### config.mk
export PLATFORM = sky130hd
export DESIGN_NAME = largest_angular_gap_placement
export DESIGN_NICKNAME = d
export VERILOG_FILES = /design/src/lagp_pkg.sv /design/src/largest_angular_gap_placement.sv
export SDC_FILE = /design/constraint.sdc
export NUM_CORES = 2
export LEC_CHECK = 0
export BUFFER_PORTS_ARGS = -buffer_cell sky130_fd_sc_hd__buf_2
export CORE_AREA = 2 2 306 308
export CTS_CLUSTER_DIAMETER = 200
export DETAILED_ROUTE_END_ITERATION = 10
export DIE_AREA = 0 0 308 310
export HOLD_SLACK_MARGIN = 0.06
export PLACE_DENSITY = 0.79
export SYNTH_ARGS = -nofsm -noshare
export SYNTH_HDL_FRONTEND = slang
export SYNTH_SLANG_ARGS = --single-unit
### constraint.sdc
create_clock -name clk -period 9.7 [get_ports clk]
set_input_delay 1.455 -clock clk [delete_from_list [all_inputs] [get_ports clk]]
set_output_delay 1.455 -clock clk [all_outputs]
set_load 0.02 [all_outputs]
### src/lagp_pkg.sv
// Package for the angular gap placement block: CORDIC constants and types.
// No dependencies.
`default_nettype none
package lagp_pkg;
	localparam int DEFAULT_MAX_POINTS = 8;
	localparam int CORDIC_STEPS = 16;
	localparam logic [16:0] FULL_Q8 = 17'd92160;
	localparam logic signed [35:0] DEG90 = 36'sd5898240;
	localparam logic signed [35:0] DEG180 = 36'sd11796480;
	localparam logic signed [35:0] DEG270 = 36'sd17694720;
	localparam logic signed [35:0] DEG360 = 36'sd23592960;
	localparam logic [15:0] GAIN_INV = 16'd39797;

	typedef enum logic [1:0] {
		CFG_LIMIT = 2'd0,
		CFG_RADIUS = 2'd1
	} cfg_idx_t;

	function automatic logic signed [35:0] atan_lut(input logic [3:0] i);
		case (i)
			4'd0: atan_lut = 36'sd2949120;
			4'd1: atan_lut = 36'sd1740967;
			4'd2: atan_lut = 36'sd919879;
			4'd3: atan_lut = 36'sd466945;
			4'd4: atan_lut = 36'sd234379;
			4'd5: atan_lut = 36'sd117304;
			4'd6: atan_lut = 36'sd58666;
			4'd7: atan_lut = 36'sd29335;
			4'd8: atan_lut = 36'sd14668;
			4'd9: atan_lut = 36'sd7334;
			4'd10: atan_lut = 36'sd3667;
			4'd11: atan_lut = 36'sd1833;
			4'd12: atan_lut = 36'sd917;
			4'd13: atan_lut = 36'sd458;
			4'd14: atan_lut = 36'sd229;
			4'd15: atan_lut = 36'sd115;
			default: atan_lut = 36'sd0;
		endcase
	endfunction
endpackage
`default_nettype wire

### src/largest_angular_gap_placement.sv
// Top level of the angular gap placement block: one shared CORDIC stage
// reused for point angles and for the final rotation. Uses lagp_pkg.
//
// A point item keeps the block busy for 16 CORDIC steps, one rounding step
// and an insert that moves one stored angle up per cycle while it is larger
// than the new one, before writing the new one. A point on an axis skips the
// 16 CORDIC steps. A full store drops the point after the rounding step. A
// last item then adds the gap scan over the stored angles, the 16 rotation
// steps and the output step, and an empty item goes straight to the output.
// The result is shown from the next cycle on until it is taken. in_stall is
// high while an item is at work or a result waits, so items are handled
// strictly one at a time.
`default_nettype none
module largest_angular_gap_placement #(
	parameter int MAX_POINTS = lagp_pkg::DEFAULT_MAX_POINTS
) (
	input  wire logic               clk,
	input  wire logic               arst_n,
	input  wire logic               cfg_we,
	input  wire logic [0:0]         cfg_index,
	input  wire logic [14:0]        cfg_data,
	input  wire logic               in_valid,
	output      logic               in_stall,
	input  wire logic signed [15:0] point_x,
	input  wire logic signed [15:0] point_y,
	input  wire logic               set_empty,
	input  wire logic               last_point,
	output      logic               out_valid,
	input  wire logic               out_stall,
	output      logic signed [15:0] place_x,
	output      logic signed [15:0] place_y,
	output      logic               points_dropped
);
	import lagp_pkg::*;

	localparam int IW = $clog2(MAX_POINTS);
	localparam int CW = $clog2(MAX_POINTS + 2);

	typedef enum logic [9:0] {
		S_IDLE   = 10'b0000000001,
		S_ATAN   = 10'b0000000010,
		S_ANG    = 10'b0000000100,
		S_SHIFT  = 10'b0000001000,
		S_SCAN0  = 10'b0000010000,
		S_SCAN   = 10'b0000100000,
		S_PICK   = 10'b0001000000,
		S_ROT    = 10'b0010000000,
		S_FIN    = 10'b0100000000,
		S_OUT    = 10'b1000000000
	} state_t;

	state_t state_q;
	logic limit_q;
	logic [14:0] radius_q;
	logic [16:0] mem [MAX_POINTS];
	logic [CW-1:0] count_q;
	logic ovf_q, last_q;
	logic signed [35:0] x_q, y_q, z_q;
	logic [3:0] step_q;
	logic rot_q;
	logic [1:0] quad_q;
	logic [16:0] ang_q;
	logic [CW-1:0] ptr_q;
	logic [16:0] first_q, prev_q, best_q, best_base_q;
	logic [16:0] rd_q;
	logic rd_ok_q;

	// Shared CORDIC stage.
	logic signed [35:0] dx, dy, at;
	logic dir;
	assign dx = y_q >>> step_q;
	assign dy = x_q >>> step_q;
	assign at = atan_lut(step_q);
	assign dir = rot_q ? (z_q >= 0) : (y_q > 0);

	assign in_stall = (state_q != S_IDLE);

	// Magnitudes of x and of the upward y, and the sign of the upward y.
	logic signed [35:0] ax, ay;
	logic yneg;
	assign ax = point_x[15] ? -36'(point_x) : 36'(point_x);
	assign ay = point_y[15] ? -36'(point_y) : 36'(point_y);
	assign yneg = !point_y[15] && (point_y != 16'sd0);

	logic signed [35:0] zang, tq, tr;
	logic [16:0] tr17;
	always_comb begin
		if (z_q < 0) zang = '0;
		else if (z_q > DEG90) zang = DEG90;
		else zang = z_q;
		case (quad_q)
			2'd0: tq = zang;
			2'd1: tq = DEG180 - zang;
			2'd2: tq = DEG180 + zang;
			default: tq = DEG360 - zang;
		endcase
		tr = (tq + 36'sd128) >>> 8;
		tr17 = (tr >= 36'(FULL_Q8)) ? 17'd0 : tr[16:0];
	end

	// Insert: the entry below the cursor moves up while it is larger.
	logic [IW-1:0] below_idx;
	logic shift_up;
	assign below_idx = IW'(ptr_q - CW'(1));
	assign shift_up = (ptr_q != '0) && (mem[below_idx] > ang_q);

	logic [16:0] nxt, gap;
	logic better;
	assign nxt = rd_ok_q ? rd_q : 17'(first_q + FULL_Q8);
	assign gap = nxt - prev_q;
	assign better = ({7'd0, gap} * 24'd100) > ({7'd0, best_q} * 24'd101);

	logic [17:0] cap, inc;
	logic signed [35:0] zr, zw, zc;
	logic [1:0] zq;
	always_comb begin
		cap = (limit_q && count_q == CW'(1)) ? 18'd61440 : 18'd92160;
		inc = ({1'b0, best_q} < cap) ? {1'b0, best_q} : cap;
		zr = (36'({best_base_q, 1'b0}) + 36'(inc)) <<< 7;
		zw = (zr >= DEG360) ? zr - DEG360 : zr;
		if (zw <= DEG90) begin zc = zw; zq = 2'd0; end
		else if (zw <= DEG180) begin zc = DEG180 - zw; zq = 2'd1; end
		else if (zw <= DEG270) begin zc = zw - DEG180; zq = 2'd2; end
		else begin zc = DEG360 - zw; zq = 2'd3; end
	end

	logic [30:0] rad_gain;
	assign rad_gain = 31'(radius_q) * 31'(GAIN_INV);

	function automatic logic signed [15:0] sat16(input logic signed [35:0] v);
		logic signed [35:0] r;
		r = (v + 36'sd32768) >>> 16;
		if (r > 36'sd32767) sat16 = 16'sh7FFF;
		else if (r < -36'sd32768) sat16 = 16'sh8000;
		else sat16 = r[15:0];
	endfunction

	always_ff @(posedge clk) begin
		rd_q <= mem[ptr_q[IW-1:0]];
		if (state_q == S_SHIFT) begin
			if (shift_up) mem[ptr_q[IW-1:0]] <= mem[below_idx];
			else mem[ptr_q[IW-1:0]] <= ang_q;
		end
	end

	always_ff @(posedge clk or negedge arst_n) begin
		if (!arst_n) begin
			state_q <= S_IDLE;
			limit_q <= 1'b0;
			radius_q <= 15'd800;
			count_q <= '0;
			ovf_q <= 1'b0;
			out_valid <= 1'b0;
		end else begin
			if (cfg_we) begin
				case (cfg_idx_t'({1'b0, cfg_index}))
					CFG_LIMIT: limit_q <= cfg_data[0];
					CFG_RADIUS: radius_q <= cfg_data;
					default: ;
				endcase
			end
			case (state_q)
				S_IDLE: if (in_valid) begin
					last_q <= last_point;
					if (set_empty) begin
						place_x <= {1'b0, radius_q};
						place_y <= '0;
						points_dropped <= 1'b0;
						count_q <= '0;
						ovf_q <= 1'b0;
						out_valid <= 1'b1;
						state_q <= S_OUT;
					end else begin
						x_q <= ax <<< 8;
						y_q <= ay <<< 8;
						step_q <= '0;
						rot_q <= 1'b0;
						quad_q <= {yneg, point_x[15] ^ yneg};
						if (ay == 0) begin
							z_q <= '0; state_q <= S_ANG;
						end else if (ax == 0) begin
							z_q <= DEG90; state_q <= S_ANG;
						end else begin
							z_q <= '0; state_q <= S_ATAN;
						end
					end
				end
				S_ATAN, S_ROT: begin
					if (dir) begin
						x_q <= rot_q ? x_q - dx : x_q + dx;
						y_q <= rot_q ? y_q + dy : y_q - dy;
						z_q <= rot_q ? z_q - at : z_q + at;
					end else begin
						x_q <= rot_q ? x_q + dx : x_q - dx;
						y_q <= rot_q ? y_q - dy : y_q + dy;
						z_q <= rot_q ? z_q + at : z_q - at;
					end
					step_q <= step_q + 4'd1;
					if (step_q == 4'd15) state_q <= rot_q ? S_FIN : S_ANG;
				end
				S_ANG: begin
					ang_q <= tr17;
					ptr_q <= count_q;
					if (count_q >= CW'(MAX_POINTS)) begin
						ovf_q <= 1'b1;
						state_q <= last_q ? S_SCAN0 : S_IDLE;
					end else begin
						state_q <= S_SHIFT;
					end
				end
				S_SHIFT: begin
					if (shift_up) begin
						ptr_q <= ptr_q - CW'(1);
					end else begin
						count_q <= count_q + CW'(1);
						state_q <= last_q ? S_SCAN0 : S_IDLE;
					end
				end
				S_SCAN0: begin
					state_q <= S_SCAN;
					rd_ok_q <= 1'b0;
					best_base_q <= mem[IW'(0)];
					first_q <= mem[IW'(0)];
					prev_q <= mem[IW'(0)];
					best_q <= ((count_q > CW'(1)) ? mem[IW'(1)] : 17'(mem[IW'(0)] + FULL_Q8))
						- mem[IW'(0)];
					ptr_q <= CW'(1);
				end
				S_SCAN: begin
					rd_ok_q <= (ptr_q < count_q);
					if (ptr_q >= CW'(2) || ptr_q == CW'(1) && rd_ok_q) begin
						if (better) begin best_q <= gap; best_base_q <= prev_q; end
						prev_q <= nxt;
					end
					if (rd_ok_q || ptr_q == CW'(1)) ptr_q <= ptr_q + CW'(1);
					if (!rd_ok_q && ptr_q != CW'(1)) state_q <= S_PICK;
				end
				S_PICK: begin
					x_q <= 36'(rad_gain);
					y_q <= '0;
					z_q <= zc;
					quad_q <= zq;
					step_q <= '0;
					rot_q <= 1'b1;
					state_q <= S_ROT;
				end
				S_FIN: begin
					place_x <= sat16(quad_q[0] ^ quad_q[1] ? -x_q : x_q);
					place_y <= sat16(quad_q[1] ? y_q : -y_q);
					points_dropped <= ovf_q;
					count_q <= '0;
					ovf_q <= 1'b0;
					out_valid <= 1'b1;
					state_q <= S_OUT;
				end
				S_OUT: if (!out_stall) begin
					out_valid <= 1'b0;
					state_q <= S_IDLE;
				end
				default: state_q <= S_IDLE;
			endcase
		end
	end

	assert property (@(posedge clk) disable iff (!arst_n) out_valid |-> state_q == S_OUT)
		else $error("result shown outside output state");
	assert property (@(posedge clk) disable iff (!arst_n) count_q <= CW'(MAX_POINTS))
		else $error("angle count beyond capacity");
	assert property (@(posedge clk) disable iff (!arst_n)
		(out_valid && out_stall) |=> out_valid && $stable(place_x))
		else $error("stalled result changed");
endmodule
`default_nettype wire

# [Yosys cells after proc, flatten, opt, wreduce, memory -nomap -nowiden]
# Memories as Yosys holds them, arrays and structs flattened. A register that Yosys moved wholly into a read port is not among the register bits.
# Index checks and enable logic that the tools add are counted.
[totals] regBits=271 latch_bits=0 ram_bits=136 romBits=352 input_bits=55 output_inout_bits=35 elab_cells=254 n_memories=2
[classes] add_sub_neg=29 mul=3 n_div=0 n_lt_le_gt_ge=20 eq_ne=29 n_shift=2 muxes=103 bitwise=4 reduce_logical=39
[memory_table] name="(no name shown)" words=16 word_bits=22 read_ports=1 rd_clocked_by_memory_dff=1 write_ports=0 line_no="lagp_pkg.sv:20" rtl="case (i)"
[memory_table] name="mem" words=8 word_bits=17 read_ports=4 rd_clocked_by_memory_dff=1 write_ports=1 line_no="largest_angular_gap_placement.sv:55" rtl="logic [16:0] mem [MAX_POINTS];"
[ops] cell="$mux 36" n=25
[ops] cell="$pmux 36 s3" n=4
[ops] cell="$mux 17" n=10
[ops] cell="$mux 16" n=8
[ops] cell="$add 36x36->36" n=3
[ops] cell="$sub 36x36->36" n=3
[ops] cell="$pmux 17 s2" n=3
[ops] cell="$pmux 10 s9" n=1
[ops] cell="$add 36x17->36 const B" n=2
[ops] cell="$logic_not 36->1" n=2
[ops] cell="$neg 16->36" n=2
[ops] cell="$neg 36->36" n=2
[ops] cell="$sshr 36x4->36" n=2
[ops] cell="$sub 25x36->36 const A" n=2
[ops] cell="$sub 26x36->36 const A" n=2
[ops] cell="$pmux 16 s2" n=2
[ops] cell="$mux 10" n=6
[ops] cell="$mux 23" n=2
[ops] cell="$gt 20x16->1 const B" n=2
[ops] cell="$lt 20x16->1 const B" n=2
[ops] cell="$add 25x36->36 const A" n=1
[ops] cell="$add 36x9->36 const B" n=1
[ops] cell="$ge 36x1->1 const B" n=1
[ops] cell="$ge 36x17->1 const B" n=1
[ops] cell="other kinds (68)" n=140

# [Longest topological paths before layout]
[logic_depth] ltp_word=13 mapped_depth=36 ltp_nobuf=35

# [Worst setup path after synthesis]
# OpenSTA, ideal clock, no wires.
[synth_timing] path_kind="register -> register" from="register rd_ok_q" to="register best_base_q[0] (enable)" setup_ns=0.393 arrival_ns=7.355 setup_slack_ns=1.952 path_stages_with_launch=32 n_path_buf=1 path_cell_list="edfxtp_1 > buf_1 > mux2_2 > fa_1 > a21o_1 > a21oi_1 > o21ai_0 > a21oi_1 > o21ai_0 > a21oi_1 > o21bai_1 > a21oi_1 > o21ai_0 > xnor2_1 > inv_1 > ha_1 > ha_1 > inv_1 > fa_1 > inv_1 > ha_1 > or4_1 > nand2_1 > o211ai_1 > o41ai_1 > xnor2_1 > ha_1 > nand4_1 > o21ai_0 > a21oi_1 > a41oi_1 > o21a_1"
[synth_via] elab_chain_len=6 elab_cells_between_ends=9 cone_classes="add/sub (1); mul (1); order compare (1); eq/ne (2); mux (1); reduce/logical (3)"
[synth_lines] element="from (decl)" line_no="largest_angular_gap_placement.sv:66" rtl="logic rd_ok_q;"
[synth_lines] element="from (signal assigned)" line_no="largest_angular_gap_placement.sv:230" rtl="rd_ok_q <= (ptr_q < count_q);"
[synth_lines] element="$mux 17" line_no="largest_angular_gap_placement.sv:109" rtl="assign nxt = rd_ok_q ? rd_q : 17'(first_q + FULL_Q8);"
[synth_lines] element="$sub 17x17->17" line_no="largest_angular_gap_placement.sv:110" rtl="assign gap = nxt - prev_q;"
[synth_lines] element="$mul 17x5->22" line_no="largest_angular_gap_placement.sv:111" rtl="assign better = ({7'd0, gap} * 24'd100) > ({7'd0, best_q} * 24'd101);"
[synth_lines] element="$gt 24x24->1" line_no="largest_angular_gap_placement.sv:111"
[synth_lines] element="$ne 2x2->1 (no line)"
[synth_lines] element="$reduce_and 4->1 (no line) (*)"
[synth_lines] element="to (signal assigned)" line_no="largest_angular_gap_placement.sv:222" rtl="best_base_q <= mem[IW'(0)];"
[synth_lines] element="to (signal assigned)" line_no="largest_angular_gap_placement.sv:232" rtl="if (better) begin best_q <= gap; best_base_q <= prev_q; end"
[synth_lines] element="to (decl)" line_no="largest_angular_gap_placement.sv:64" rtl="logic [16:0] first_q, prev_q, best_q, best_base_q;"
# Mark *: on every way between the ends. The rest lies on a longest branch, timed or not.
# A chain may end at the register's enable or synchronous reset.

# [Final worst setup path]
[layout_timing] from="register rd_ok_q" to="register best_base_q[4] (enable)"
# Same word-level chain as after synthesis.

==> metrics.yaml <==
synthesis:
  ys_async_sr_fraction: 0.0717
  synth-edff-count: 375
  syn_area_mm2: 0.0484
  synth_top_area_share: 0.233
  yosys.area.top_type: "edfxtp_1"
  synth_area_leaders: "edfxtp_1 (23%), ha_1 (14%), fa_1 (5.7%), inv_1 (4.9%), nand2_1 (4.1%)"
  synthDistinctLibCells: 110
  synth.yosys.warnings: 0
  synth_seq_area_share: 0.265
  synthCells: 5551
  yosys_register_bits: 446
  syn_area_per_cell_um2: 8.72
  ys.flop_type: "edfxtp_1"
worst_hold_path:
  holdPathEnd: "ovf_q$_DFFE_PN0P_"
  hold_depth: 2
  hp-start: "ovf_q$_DFFE_PN0P_"
  hp-class: "register to register"
placed_design:
  dpl_cell_area_mm2: 0.0498
  dp.cells: 6628
  gp_congestion: 0.957
  hpwl_um: 101000
  io_buffers: 89
pwr:
  ir_worst_vdd_uv: 804
  leakage_nw: 22.1
  power_frac_clock: 0.110
  intPower_mw: 9.05
  netSwitchingFraction: 0.503
  pwr_density_cell_mw_per_mm2: 353
  power_switching_mw: 9.14
  p_seq_frac: 0.157
  combPwrFrac: 0.732
clocking:
  clock-root-buffer: "clkbuf_16"
  htree_levels: 2
  clock-sinks: 446
  postCtsHoldBufs: 0
  cts_tree: "built"
  cts_buffers: 51
  ctsResizeCount: 0
  post-cts-setup-buffers: 0
  clk_latency_ns: 0.64
  clk_path_buf_depth: 3
  path_clk_slew_ns: 0.06
critical_path:
  max_stage_delay_ns: 0.95
  timing.rr.start: "rd_ok_q$_DFFE_PP_"
  r2r_slack_ns: 1.44
  cp_max_fo: 34
  worstRegToRegCells: 33
  path_class: "register to register"
  worst_setup_path_start_kind: "register"
  required_ns: 9.99
  reg2reg_to: "best_base_q[4]$_DFFE_PP_"
  crit_slowest_cell: "edfxtp_1"
  worst_ep_arrival_time_ns: 8.55
  end_kind: "register"
timing:
  rsz0062_at_grt: "no"
  worst_pin_slew_ns: 1.33
  finalMaxSlewViolations: 0
  setup_viol: 0
  hold_ws_ns: 0.496
  fin_crit_sh: 0.852
  hold_viol: 0
  min_period_ns: 8.26
  fmax_mhz: 121
  setup_tns_ns: 0
  max-slew-margin-rel: 0.114
  finalClockSkew_ns: 0.0195
grt:
  overflow: 0
  antenna_found_initial: 7
  grt_max_degree: 106
  grtUsageTotal: 0.272
  grt_pass1_wl_um: 211000
  grt_pass1_vias: 39700
routing:
  first_iter_violations: 3998
  drc: 0
  num_vias: 41700
  drt_pass1_iterations: 8
  finalWirelength_um: 133000
  ant_nets: 0
  routed_via_density: 6.21
  wl_per_cell_um: 19.8
floorplan:
  ios: 90
  die_x_um: 308
  die_h_um: 310
  initial_utilization: 0.524
  die-area_mm2: 0.0955
  fp-row-count: 112
  core_mm2: 0.0925
cells_and_area:
  final_common_cell: "inv_1"
  instances_no_fill: 6724
  drive_above_1_share: 0.0843
  design_area_mm2: 0.0515
  nets: 6226
  area_growth_pct: 6.42
  mostFrequentLayoutCells: "inv_1 (626), ha_1 (550), nand2_1 (522)"
run_status:
  status: "completed"
job:
  maxCapViolCount: 0
logic make-up after synthesis:
| group | share of synthesized area |
|---|---|
| other cells | 0.0000774 |
| flops | 0.265 |
| simple gates | 0.151 |
| compound gates | 0.193 |
| xor+xnor | 0.0601 |
| fa+ha+maj | 0.199 |
| buf+inv | 0.0692 |
| mux | 0.0623 |
power groups by stage:
| stage | sequential (mW) | clock [mW] | combinational [mW] |
|---|---|---|---|
| 6_report | 2.86 | 2.01 | 13.3 |
| 5_1_grt | 2.89 | 2.08 | 14.8 |
| 4_1_cts | 2.84 | 2.02 | 13.1 |
| 3_5_place_dp | 2.88 | 0 | 13.0 |
| 3_3_place_gp | 2.87 | 0 | 12.8 |
| 2_1_floorplan | 2.64 | 0 | 10.3 |
worst max path at each step:
| stage | cells past startpoint | startpoint | to | slack [ns] |
|---|---|---|---|---|
| after floorplan | 31 | rd_ok_q$_DFFE_PP_ | best_base_q[0]$_DFFE_PP_ | 1.95 |
| after global placement | 33 | rd_ok_q$_DFFE_PP_ | best_base_q[0]$_DFFE_PP_ | 1.57 |
| after detailed placement | 33 | rd_ok_q$_DFFE_PP_ | best_base_q[16]$_DFFE_PP_ | 1.44 |
| after CTS | 33 | rd_ok_q$_DFFE_PP_ | best_base_q[1]$_DFFE_PP_ | 1.43 |
| after global routing | 33 | rd_ok_q$_DFFE_PP_ | best_base_q[4]$_DFFE_PP_ | 0.75 |
| final | 33 | rd_ok_q$_DFFE_PP_ | best_base_q[4]$_DFFE_PP_ | 1.44 |
flip-flops by register name, summed over array words and instances (netlist names), 10 cells and up:
name	count
first_q	17
y_q	36
place_x	16
at	22
best_base_q	17
prev_q	17
radius_q	15
z_q	36
best_q	17
ang_q	17
rd_q	17
mem	136
x_q	36
state_q	10
place_y	16
worst max-delay path, delay by kind of cell (launching register included):
kind	cells	cell delay (ns)
buf+inv	5	0.65
compound gates	14	2.36
simple gates	4	0.91
flops	1	0.95
xor+xnor	2	0.48
fa+ha+maj	7	2.22
mux	1	0.32
metrics by stage:
step	worst slack (ns)	total power [mW]	utilization
finish	1.44	18.2	0.557
global route	0.753	19.7	0.557
CTS	1.43	18.0	0.557
detailed placement	1.44	15.9	0.539
global placement	1.57	15.7	0.539
floorplan	1.95	12.9	-
cells in the mapped netlist (55+ instances only):
master	n
nor2b_1	57
a21oi_1	389
edfxtp_1	375
o22ai_1	63
xnor2_1	219
o21ai_0	326
nand3_1	96
clkbuf_1	214
mux4_2	73
a21o_1	102
o21bai_1	55
nor2_1	394
a22oi_1	99
xor2_1	113
mux2_2	64
mux2i_1	65
fa_1	137
nor3_1	120
inv_1	627
nand2_1	523
ha_1	550
metal layers:
layer / track usage / wire length (µm)
met1: 0.369 / 55900
met2: 0.440 / 60300
met3: 0.0423 / 11800
met4: 0.104 / 5090
met5: 0 / 24
cell type report:
type	count	area, µm²
Antenna cell	1	2.50
Inverter	632	2370
Timing Repair Buffer	132	768
Multi-Input combinational cell	4221	32300
Clock buffer	64	1370
Tap cell	1197	1500
Clock inverter	31	334
Sequential cell	446	12800
Fill cell	8130	41000
(Power assumes the default switching activity.)
